<file path="src/design/rled_pkg.sv">
`timescale 1ns / 1ps
`default_nettype none
// ----------------------------------------------------------------------------
// rled_pkg: shared types and codes of the range list entry decoder
// Holds the payload structs of both channels, the entry status codes, the
// DWARF 5 range list kind codes and the records passed between the parts.
// ----------------------------------------------------------------------------
package rled_pkg;

  // Entry status codes on the result channel.
  localparam logic [1:0] ST_RANGE   = 2'd0;
  localparam logic [1:0] ST_END     = 2'd1;
  localparam logic [1:0] ST_INDEXED = 2'd2;
  localparam logic [1:0] ST_UNKNOWN = 2'd3;

  // Range list entry kinds that carry operands.
  localparam logic [2:0] KIND_OFFSET_PAIR  = 3'd4;
  localparam logic [2:0] KIND_BASE_ADDRESS = 3'd5;
  localparam logic [2:0] KIND_START_END    = 3'd6;
  localparam logic [2:0] KIND_START_LENGTH = 3'd7;

  // Raw kind bytes that bound the classes.
  localparam logic [7:0] BYTE_END_OF_LIST   = 8'd0;
  localparam logic [7:0] BYTE_LAST_INDEXED  = 8'd3;
  localparam logic [7:0] BYTE_LAST_KNOWN    = 8'd7;

  // Operand byte limits.
  localparam logic [3:0] ULEB_MAX_BYTES = 4'd10;
  localparam logic [3:0] ADDR_BYTES     = 4'd8;

  // Configuration register index (byte address bit 3).
  localparam logic CFG_UNIT_BASE = 1'b0;

  typedef struct packed {
    logic [7:0] data_byte;
    logic       list_start;
  } in_item_t;

  typedef struct packed {
    logic [63:0] range_low;
    logic [63:0] range_high;
    logic [1:0]  entry_status;
  } out_item_t;

  // A byte after classification: cls is the status a kind byte would report,
  // ST_RANGE where it names an entry with operands.
  typedef struct packed {
    logic [1:0] cls;
    logic       list_start;
    logic [7:0] data_byte;
  } q_item_t;

  typedef struct packed {
    logic    valid;
    q_item_t item;
  } q_push_t;

  typedef struct packed {
    logic full;
    logic empty;
  } q_status_t;

  // Parser phases, one-hot.
  typedef enum logic [3:0] {
    PH_IDLE = 4'b0001,
    PH_KIND = 4'b0010,
    PH_OP1  = 4'b0100,
    PH_OP2  = 4'b1000
  } phase_t;

endpackage : rled_pkg
`default_nettype wire

</file>
<file path="src/design/range_list_entry_decoder_core.sv">
`timescale 1ns / 1ps
`default_nettype none
// ----------------------------------------------------------------------------
// range_list_entry_decoder_core: DWARF 5 range list entry decoder
// Decodes a range list section body one byte per transfer into address ranges
// and end-of-list or error reports.
//
//   Channel  Direction  Payload                              Handshake
//   in_      input      data_byte, list_start                valid/ready
//   out_     output     range_low, range_high, entry_status  valid/ready
//   cfg      input      unit_base_address at byte address 0  APB, pready=1
//
// One byte is taken per cycle while the queue has room; the parser step
// (operand placement and one 64-bit add) sets that figure. A two-entry queue
// lets intake continue while the result register waits. Reset clears all
// parser state; no clearing pass is needed.
// ----------------------------------------------------------------------------
module range_list_entry_decoder_core (
  input  wire                      clk,
  input  wire                      rst_n,
  input  wire                      in_valid,
  output logic                     in_ready,
  input  wire rled_pkg::in_item_t  in_data,
  output logic                     out_valid,
  input  wire                      out_ready,
  output rled_pkg::out_item_t      out_data,
  input  wire                      psel,
  input  wire                      penable,
  input  wire                      pwrite,
  input  wire  [3:0]               paddr,
  input  wire  [63:0]              pwdata,
  output logic [63:0]              prdata,
  output logic                     pready
);
  import rled_pkg::*;

  logic [63:0] unit_base_r;
  q_push_t     q_push;
  q_status_t   q_status;
  q_item_t     head;
  logic        pop;
  logic        cfg_wr;

  // Configuration register.
  assign pready = 1'b1;
  assign cfg_wr = psel && penable && pwrite && (paddr[3] == CFG_UNIT_BASE);
  assign prdata = (paddr[3] == CFG_UNIT_BASE) ? unit_base_r : 64'd0;

  always_ff @(posedge clk) begin
    if (!rst_n) begin
      unit_base_r <= 64'd0;
    end else if (cfg_wr) begin
      unit_base_r <= pwdata;
    end
  end

  rled_front u_front (
    .in_valid (in_valid),
    .in_ready (in_ready),
    .in_data  (in_data),
    .q_status (q_status),
    .q_push   (q_push)
  );

  rled_queue u_queue (
    .clk      (clk),
    .rst_n    (rst_n),
    .q_push   (q_push),
    .pop      (pop),
    .q_status (q_status),
    .head     (head)
  );

  rled_back u_back (
    .clk       (clk),
    .rst_n     (rst_n),
    .unit_base (unit_base_r),
    .q_status  (q_status),
    .head      (head),
    .pop       (pop),
    .out_valid (out_valid),
    .out_ready (out_ready),
    .out_data  (out_data)
  );

endmodule : range_list_entry_decoder_core
`default_nettype wire

</file>
<file path="src/design/rled_front.sv">
`timescale 1ns / 1ps
`default_nettype none
// ----------------------------------------------------------------------------
// rled_front: byte intake and kind classification
// Takes section bytes while the queue has room and tags each one with the
// class it would have as a kind byte.
// ----------------------------------------------------------------------------
module rled_front (
  input  wire                      in_valid,
  output logic                     in_ready,
  input  wire rled_pkg::in_item_t  in_data,
  input  wire rled_pkg::q_status_t q_status,
  output rled_pkg::q_push_t        q_push
);
  import rled_pkg::*;

  logic [1:0] cls;

  // Classify the byte as a kind code.
  always_comb begin
    priority if (in_data.data_byte == BYTE_END_OF_LIST) begin
      cls = ST_END;
    end else if (in_data.data_byte <= BYTE_LAST_INDEXED) begin
      cls = ST_INDEXED;
    end else if (in_data.data_byte > BYTE_LAST_KNOWN) begin
      cls = ST_UNKNOWN;
    end else begin
      cls = ST_RANGE;
    end
  end

  // A transfer is taken whenever the queue has a free slot.
  assign in_ready                 = !q_status.full;
  assign q_push.valid             = in_valid && !q_status.full;
  assign q_push.item.cls          = cls;
  assign q_push.item.list_start   = in_data.list_start;
  assign q_push.item.data_byte    = in_data.data_byte;

endmodule : rled_front
`default_nettype wire

</file>
<file path="src/design/rled_queue.sv">
`timescale 1ns / 1ps
`default_nettype none
// ----------------------------------------------------------------------------
// rled_queue: two-entry queue between intake and parser
// Lets the intake side keep taking bytes while the parser waits on the
// result channel, and the reverse.
// ----------------------------------------------------------------------------
module rled_queue (
  input  wire                      clk,
  input  wire                      rst_n,
  input  wire rled_pkg::q_push_t   q_push,
  input  wire                      pop,
  output rled_pkg::q_status_t      q_status,
  output rled_pkg::q_item_t        head
);
  import rled_pkg::*;

  q_item_t    slot_r [2];
  logic       wr_ptr_r, wr_ptr_nxt;
  logic       rd_ptr_r, rd_ptr_nxt;
  logic [1:0] count_r, count_nxt;
  logic       do_pop;

  assign q_status.full  = (count_r == 2'd2);
  assign q_status.empty = (count_r == 2'd0);
  assign do_pop         = pop && !q_status.empty;
  assign head           = slot_r[rd_ptr_r];

  // Pointer and fill count updates.
  always_comb begin
    wr_ptr_nxt = q_push.valid ? !wr_ptr_r : wr_ptr_r;
    rd_ptr_nxt = do_pop ? !rd_ptr_r : rd_ptr_r;
    count_nxt  = count_r + {1'b0, q_push.valid} - {1'b0, do_pop};
  end

  always_ff @(posedge clk) begin
    if (!rst_n) begin
      wr_ptr_r <= 1'b0;
      rd_ptr_r <= 1'b0;
      count_r  <= 2'd0;
    end else begin
      wr_ptr_r <= wr_ptr_nxt;
      rd_ptr_r <= rd_ptr_nxt;
      count_r  <= count_nxt;
    end
  end

  // Entry storage needs no reset.
  always_ff @(posedge clk) begin
    if (q_push.valid) begin
      slot_r[wr_ptr_r] <= q_push.item;
    end
  end

endmodule : rled_queue
`default_nettype wire

</file>
<file path="src/design/rled_back.sv">
`timescale 1ns / 1ps
`default_nettype none
// ----------------------------------------------------------------------------
// rled_back: entry parser and result register
// Consumes one classified byte per cycle unless stalled, builds ULEB128 and
// 8-byte operands, tracks the base address and drives the result register.
// ----------------------------------------------------------------------------
module rled_back (
  input  wire                      clk,
  input  wire                      rst_n,
  input  wire  [63:0]              unit_base,
  input  wire rled_pkg::q_status_t q_status,
  input  wire rled_pkg::q_item_t   head,
  output logic                     pop,
  output logic                     out_valid,
  input  wire                      out_ready,
  output rled_pkg::out_item_t      out_data
);
  import rled_pkg::*;

  phase_t      phase_r, phase_nxt;
  logic [2:0]  kind_r, kind_nxt;
  logic [3:0]  cnt_r, cnt_nxt;
  logic [63:0] acc_r, acc_nxt;
  logic [63:0] base_r, base_nxt;
  logic [63:0] pend_r, pend_nxt;
  logic        out_valid_r, out_valid_nxt;
  out_item_t   out_item_r, out_item_nxt;

  // State as seen by this byte, after a list start has reloaded it.
  phase_t      ph_e;
  logic [2:0]  kind_e;
  logic [3:0]  cnt_e;
  logic [63:0] acc_e, base_e, pend_e;

  logic        is_uleb, done, emit;
  logic [5:0]  uleb_sh;
  logic [5:0]  addr_sh;
  logic [63:0] acc_new, addend, sum;

  // A byte is consumed when the result register is free or being emptied.
  assign pop = !q_status.empty && (!out_valid_r || out_ready);

  always_comb begin
    ph_e   = head.list_start ? PH_KIND : phase_r;
    kind_e = head.list_start ? 3'd0 : kind_r;
    cnt_e  = head.list_start ? 4'd0 : cnt_r;
    acc_e  = head.list_start ? 64'd0 : acc_r;
    base_e = head.list_start ? unit_base : base_r;
    pend_e = head.list_start ? 64'd0 : pend_r;
  end

  // Operand byte placement: 7 bits per ULEB128 byte, 8 per address byte.
  always_comb begin
    is_uleb = (kind_e == KIND_OFFSET_PAIR) ||
              ((kind_e == KIND_START_LENGTH) && (ph_e == PH_OP2));
    uleb_sh = 6'(({3'd0, cnt_e} << 3) - {3'd0, cnt_e});
    addr_sh = {cnt_e[2:0], 3'd0};
    if (is_uleb) begin
      if (cnt_e < ULEB_MAX_BYTES) begin
        acc_new = acc_e | ({57'd0, head.data_byte[6:0]} << uleb_sh);
        cnt_nxt = cnt_e + 4'd1;
      end else begin
        acc_new = acc_e;
        cnt_nxt = cnt_e;
      end
      done = !head.data_byte[7];
    end else begin
      acc_new = acc_e | ({56'd0, head.data_byte} << addr_sh);
      cnt_nxt = cnt_e + 4'd1;
      done    = (cnt_nxt >= ADDR_BYTES);
    end
  end

  // One shared adder: base plus offset, or start plus length.
  assign addend = (kind_e == KIND_OFFSET_PAIR) ? base_e : pend_e;
  assign sum    = addend + acc_new;

  // Parser step for the byte at the queue head.
  always_comb begin
    phase_nxt    = ph_e;
    kind_nxt     = kind_e;
    acc_nxt      = acc_new;
    base_nxt     = base_e;
    pend_nxt     = pend_e;
    emit         = 1'b0;
    out_item_nxt = '{range_low: 64'd0, range_high: 64'd0, entry_status: ST_RANGE};
    unique case (ph_e)
      PH_IDLE: begin
        acc_nxt = acc_e;
      end
      PH_KIND: begin
        acc_nxt = 64'd0;
        if (head.cls != ST_RANGE) begin
          phase_nxt                 = PH_IDLE;
          emit                      = 1'b1;
          out_item_nxt.entry_status = head.cls;
        end else begin
          kind_nxt  = head.data_byte[2:0];
          phase_nxt = PH_OP1;
        end
      end
      PH_OP1, PH_OP2: begin
        if (done) begin
          acc_nxt = 64'd0;
          priority if (kind_e == KIND_BASE_ADDRESS) begin
            base_nxt  = acc_new;
            phase_nxt = PH_KIND;
          end else if (ph_e == PH_OP1) begin
            pend_nxt  = (kind_e == KIND_OFFSET_PAIR) ? sum : acc_new;
            phase_nxt = PH_OP2;
          end else begin
            phase_nxt               = PH_KIND;
            emit                    = 1'b1;
            out_item_nxt.range_low  = pend_e;
            out_item_nxt.range_high = (kind_e == KIND_START_END) ? acc_new : sum;
          end
        end
      end
      default: begin
        phase_nxt = PH_IDLE;
      end
    endcase
  end

  // Result register valid bit.
  always_comb begin
    if (pop) begin
      out_valid_nxt = emit;
    end else if (out_ready) begin
      out_valid_nxt = 1'b0;
    end else begin
      out_valid_nxt = out_valid_r;
    end
  end

  always_ff @(posedge clk) begin
    if (!rst_n) begin
      phase_r     <= PH_IDLE;
      kind_r      <= 3'd0;
      cnt_r       <= 4'd0;
      acc_r       <= 64'd0;
      base_r      <= 64'd0;
      pend_r      <= 64'd0;
      out_valid_r <= 1'b0;
    end else begin
      out_valid_r <= out_valid_nxt;
      if (pop) begin
        phase_r <= phase_nxt;
        kind_r  <= kind_nxt;
        cnt_r   <= done ? 4'd0 : ((ph_e == PH_KIND) ? 4'd0 : cnt_nxt);
        acc_r   <= acc_nxt;
        base_r  <= base_nxt;
        pend_r  <= pend_nxt;
      end
    end
  end

  // Result payload needs no reset.
  always_ff @(posedge clk) begin
    if (pop && emit) begin
      out_item_r <= out_item_nxt;
    end
  end

  assign out_valid = out_valid_r;
  assign out_data  = out_item_r;

endmodule : rled_back
`default_nettype wire

</file>
<file path="config.mk">
export PLATFORM = sky130hd
export DESIGN_NAME = range_list_entry_decoder_core
export DESIGN_NICKNAME = d
export VERILOG_FILES = /design/src/design/rled_pkg.sv /design/src/design/range_list_entry_decoder_core.sv /design/src/design/rled_front.sv /design/src/design/rled_queue.sv /design/src/design/rled_back.sv
export SDC_FILE = /design/constraint.sdc
export NUM_CORES = 1
export LEC_CHECK = 0
export BUFFER_PORTS_ARGS = -buffer_cell sky130_fd_sc_hd__buf_4
export CAP_MARGIN = 20
export CORE_MARGIN = 5
export CORE_UTILIZATION = 63
export DETAILED_ROUTE_END_ITERATION = 6
export PLACE_DENSITY = 0.95
export SLEW_MARGIN = 40
export SYNTH_ARGS = -nofsm -noshare
export SYNTH_HDL_FRONTEND = slang
export SYNTH_HIERARCHICAL = 1
export SYNTH_SLANG_ARGS = --single-unit
</file>
<file path="constraint.sdc">
create_clock -name clk -period 12 [get_ports clk]
set_clock_uncertainty 0.1 [all_clocks]
set_input_delay 0.6 -clock clk [delete_from_list [all_inputs] [get_ports clk]]
set_output_delay 0.6 -clock clk [all_outputs]
set_load 0.1 [all_outputs]
</file>
; ---- Word-level counts from Yosys, hierarchy flattened
; Memories as Yosys holds them, arrays and structs flattened. A register that Yosys moved wholly into a read port is not among the register bits.
; Index checks and enable logic that the tools add are counted.
[classes]
addsub = 5
n_lt_le_gt_ge = 4
n_eq_ne = 9
n_shift = 2
muxes = 47
bitwise_logic = 5
n_reduce_logical = 23
[op_table]
columns = operator, count
row1 = $mux W64, 17
row2 = $pmux W64 S3, 1
row3 = $or A64 B64 Y64, 2
row4 = $add A64 B64 Y64, 1
row5 = $shl A7 B6 Y64, 1
row6 = $shl A8 B6 Y64, 1
row7 = $mux W4, 9
row8 = $eq A3 B3 Y1 const B, 4
row9 = $mux W3, 4
row10 = $pmux W4 S3, 1
row11 = $mux W1, 11
row12 = $gt A8 B3 Y1 const B, 1
row13 = $le A8 B2 Y1 const B, 1
row14 = $logic_and A1 B1 Y1, 8
row15 = $logic_not A8 Y1, 1
row16 = $logic_not A1 Y1, 6
row17 = $mux W2, 3
row18 = $sub A6 B4 Y6, 1
row19 = $add A4 B1 Y4 const B, 1
row20 = $eq A4 B1 Y1 const B, 1
row21 = $eq A4 B2 Y1 const B, 1
row22 = $eq A4 B3 Y1 const B, 1
row23 = $eq A4 B4 Y1 const B, 1
row24 = $ge A4 B4 Y1 const B, 1
row25 = other kinds (12), 16
[totals]
reg_bits = 402
ramBits = 22
inputBits = 84
output_inout_bits = 197
wordCells = 110
memories = 1
[mem_list]
columns = name, words, word_bits, rd, rd_clocked_by_memory_dff, write_ports, line
row1 = u_queue.slot_r, 2, 11, 1, 1, 1, rled_queue.sv:18  ; q_item_t slot_r [2];

; ---- Longest topological paths before layout
[depth]
depth_word = 12
mapped_depth = 31
depth_no_buf = 25

; ---- Modules after synthesis
; The synthesis kept the hierarchy.
[modules_own_cells]
columns = module, instances, cells_per_inst, area_each_um2, seq_area_each_um2
row1 = rled_back, 1, 2457, 20470.9, 7987.7
row2 = range_list_entry_decoder_core, 1, 351, 3039.2, 1281.2
row3 = rled_queue, 1, 57, 1032.2, 760.7
row4 = rled_front, 1, 16, 111.4, 0.0

; ---- Worst setup path before layout
; No wires, ideal clock.
[synth_timing]
path_type = register to register
start = register with a tool-made name
end = register u_back.out_item_r (netlist bit u_back/out_data[62]) (data pin)
setup_ps = 266
t_arrival_ps = 6375
required_ps = 11634
setup_slack_ps = 5259
path_stages_with_launch = 32
n_path_buf = 7
synth_period_minus_slack_ps = 6741
cell_sequence = dfxtp_1 -> mux2_2 -> buf_6 -> buf_4 -> clkbuf_1 -> clkbuf_1 -> buf_1 -> clkbuf_1 -> nor2b_1 -> ha_1 -> nand3b_1 -> a221oi_1 -> or2_1 -> buf_4 -> nor3_1 -> a21oi_1 -> o2bb2ai_1 -> ha_1 -> inv_1 -> fa_1 -> nor2b_1 -> o21a_1 -> o21ai_0 -> a21oi_1 -> o2111ai_1 -> o211ai_2 -> a211oi_2 -> o41ai_4 -> a31oi_1 -> xor2_1 -> o21a_1 -> nor2_1
[synth_lines]
columns = element, line
row1 = "end signal, assigned", rled_back.sv:162  ; out_item_r <= out_item_nxt;
row2 = "end, declared", rled_back.sv:28  ; out_item_t out_item_r, out_item_nxt;

==> qor.txt <==
=================================================================================================================
Outcome                                                                                              finished with violations
Failing checks                                                                                       design-rule violations
Syn_nets                                                                                                    3,032
Slew margin rel.                                                                                            36.8%
Post-synthesis mux area share                                                                               4.43%
RePlAce Congestion                                                                                           1.05
Hold buffers post-CTS                                                                                           0
Cells taking the most area after synthesis                                                           dfxtp_1, edfxtp_1, nand2_1, a21oi_1, nor2b_1
Boundary pin count                                                                                            281
Area inside the core boundary                                                                         0.0386 mm^2
Resize count post-CTS                                                                                           0
Die Span Y                                                                                                 208 um
Synth area leader                                                                                         dfxtp_1
Post-route cell area                                                                                  0.0282 mm^2
Number of CTS-inserted buffers                                                                                 44
Kind of end point of the critical path                                                                       flop
Main combinational cell family by area after synthesis                                               compound AO/OA/AOI/OAI gates
Skew-Pair Late Insertion Delay                                                                            0.60 ns
Power after layout                                                                                      0.00621 W
HPWL after detailed placement                                                                           63,600 um
Share of the yosys chip area belonging to registers                                                         40.7%
Most frequent cell after synthesis                                                                        nand2_1
Cell area after placement                                                                             0.0267 mm^2
Worst hold margin                                                                                        0.100 ns
Share of cells above drive strength 1                                                                       15.3%
Maximum vdd drop                                                                                         0.242 mV
Average vias per placed instance                                                                             6.74
Startpoint class of the critical path                                                                        flop
H-tree depth                                                                                                    2
CP Buf/Inv Count                                                                                                2
Standby leakage power                                                                                     11.1 nW
XOR/XNOR Fraction of Synth Area                                                                             2.57%
Critical path cell sequence                                                                          mux2_4, clkinv_2, nand2_2, ha_1, a211oi_1, or2_1, nor3_1, a21oi_1, o2bb2ai_1, ha_1, inv_1, fa_1, nor2b_1, o21a_1, o21ai_0, a21oi_1, o2111ai_1, o211ai_2, a211oi_2, o41ai_4, a31oi_1, xor2_1, o21a_1, nor2_1
Total detailed-routing wirelength                                                                       91,200 um
Type of the worst setup path                                                                         flop to flop
Nets                                                                                                        3,157
Final number of hold-violating endpoints                                                                        0
Starting density of the core                                                                                63.8%
Worst path top cell family by delay                                                                  compound AO/OA/AOI/OAI gates
Maximum number of buffers from clock root to sink                                                               3
Synthesis-stage register bit count                                                                            425
Maximum clock rate                                                                                        108 MHz
Final-report setup violation count                                                                              0
Complex-gate fraction of the synthesized area                                                               23.3%
Area added between synthesis and finish                                                                     14.5%
Maximum capacitance violations                                                                                  0
Total routing resource utilization after global routing                                                     39.8%
Synth unique cells                                                                                            109
Top flip-flop cell by instance count after synthesis                                                      dfxtp_1
Clock tree from TritonCTS                                                                                   built
Synth top cells by count                                                                             nand2_1, a21oi_1, dfxtp_1
Required time of the critical path                                                                       12.24 ns
Largest net degree at the start of global routing                                                              94
Path type of the worst min-delay path                                                                primary input to flop
Clock transition at path regs                                                                             0.06 ns
Mean Syn Cell Area                                                                                      8.56 um^2
Worst path max stage delay                                                                                0.87 ns
Synth async-reset ratio                                                                                        0%
Horiz. Die Dim                                                                                             208 um
Setup Buffers After CTS                                                                                         0
Final cycle utilization of the critical path                                                                76.9%
Remaining antenna violation count                                                                               0
Full die area                                                                                         0.0432 mm^2
Post-detailed-route wirelength per cell                                                                   25.6 um
Final Max Slew Viols                                                                                            0
Crit-path max FO                                                                                               60
Router iterations before antenna repair                                                                         7
Min Tclk post-route                                                                                       9.23 ns
CTS root buf                                                                                            clkbuf_16
Unrepaired setup endpoints after global routing                                                             false
CP arrival                                                                                                9.47 ns
First DRT Iteration DRCs                                                                                    3,652
Number of remaining DRC errors                                                                                  7
CP max-delay cell                                                                                        clkinv_2
Number of antenna violations at the first check in global routing                                               4
Worst slew pin tran                                                                                      0.921 ns
Arithmetic-cell share of the synthesized area counting full adders, half adders and majority gates          3.47%
Post-synth EDFFs                                                                                              152
Synth warn                                                                                                      6
Post-Syn Instances                                                                                          2,881
Inserted Diodes                                                                                                 0
Global-route wire length before repair                                                                 135,000 um
Via count of the first global-routing pass                                                                 22,000
Total power density per cell area                                                                     220 mW/mm^2
Clock net sink count                                                                                          425
Detailed-route via count                                                                                   24,000
Port Buffers                                                                                                  276
Top cell type's share of synthesized area                                                                   22.2%
Simple-gate portion of the synthesized area                                                                 20.4%
Final setup TNS                                                                                              0 ns
Residual overflow from global routing                                                                           0
Total standard cell area after synthesis                                                              0.0247 mm^2
Row Count                                                                                                      72
=================================================================================================================
## logic make-up (layout without fill, tap and decap cells)
group / count (synthesis) / after routing
multiplexers: 103 / 103
other: 1 / 1
XOR/XNOR: 69 / 69
AND/OR/NAND/NOR: 1052 / 1052
AO/OA/AOI/OAI: 878 / 878
adder cells (fa/ha/maj): 68 / 68
flip-flops: 425 / 425
buffers and inverters: 285 / 446
## final cells by class
type	instances	area, um^2
Sequential cell	425	10000
Timing Repair Buffer	318	2400
Clock inverter	25	280
Clock buffer	57	1190
Fill cell	2772	10400
Multi-Input combinational cell	2171	13500
Tap cell	518	648
Inverter	46	176
## worst paths after layout
path | startpoint | end | slack [ns] | cells past startpoint
worst max-delay path | flop | u_back/out_data[62] | 2.77 | 24
worst min-delay path | in_data[0] | u_queue/slot_r[0][8] | 0.10 | 1
worst max register to register | flop | u_back/out_data[62] | 2.77 | 24
worst min register to register | unit_base_r[49] | unit_base_r[49] | 0.38 | 2
## routing by layer
layer	track usage [%]	up-vias	wire length, um
li1	-	10600	-
met1	54.9	11400	35400
met2	56.4	1705	37800
met3	15.8	288	14000
met4	15.0	8	3750
met5	2.22	-	161
## power breakdown
group / total, W / leakage [nW] / switching, W / internal, W
sequential: 0.00199 / 3.67 / 0.000145 / 0.00184
clock: 0.00143 / 0.715 / 0.000611 / 0.000816
combinational: 0.00280 / 6.67 / 0.00227 / 0.000532
total: 0.00621 / 11.1 / 0.00302 / 0.00319
## flip-flops by register name, indices dropped and copies added (netlist names), named ones only
name              count
u_back/base_r        64
u_back/pend_r        64
u_back/out_valid      1
u_back/out_data     130
u_queue/slot_r       22
u_back/kind_r         3
u_queue/rd_ptr_r      1
u_back/cnt_r          4
unit_base_r          64
u_back/phase_r        4
u_back/acc_r         64
u_queue/count_r       2
u_queue/wr_ptr_r      1
## cells in the final DEF, fill, tap and decap left out, types with 16 or more instances in the layout
master,count
nand2_1,501
buf_4,313
nand3_1,21
a32oi_1,16
xor2_1,29
inv_1,42
o21ai_0,135
o211ai_1,20
a21o_1,51
a21oi_1,278
nor3_1,23
clkbuf_16,45
a22oi_1,86
and2_1,42
a22o_1,17
o22ai_1,73
dfxtp_1,273
o21a_1,19
nor2_1,130
and3_1,71
nor2b_1,172
a221o_1,31
ha_1,66
o21ai_1,25
xnor2_1,36
mux2i_1,84
edfxtp_1,152
## metrics by stage
step / setup WS [ns] / std cells / utilization [%]
floorplan: 5.26 / 2881 / -
global placement: 3.35 / 3477 / 69.0
detailed placement: 3.25 / 3477 / 69.1
CTS: 3.19 / 3559 / 73.0
global route: 2.56 / 3560 / 73.0
finish: 2.77 / 3560 / 73.0
No activity file was read; power rests on OpenSTA's default activity.
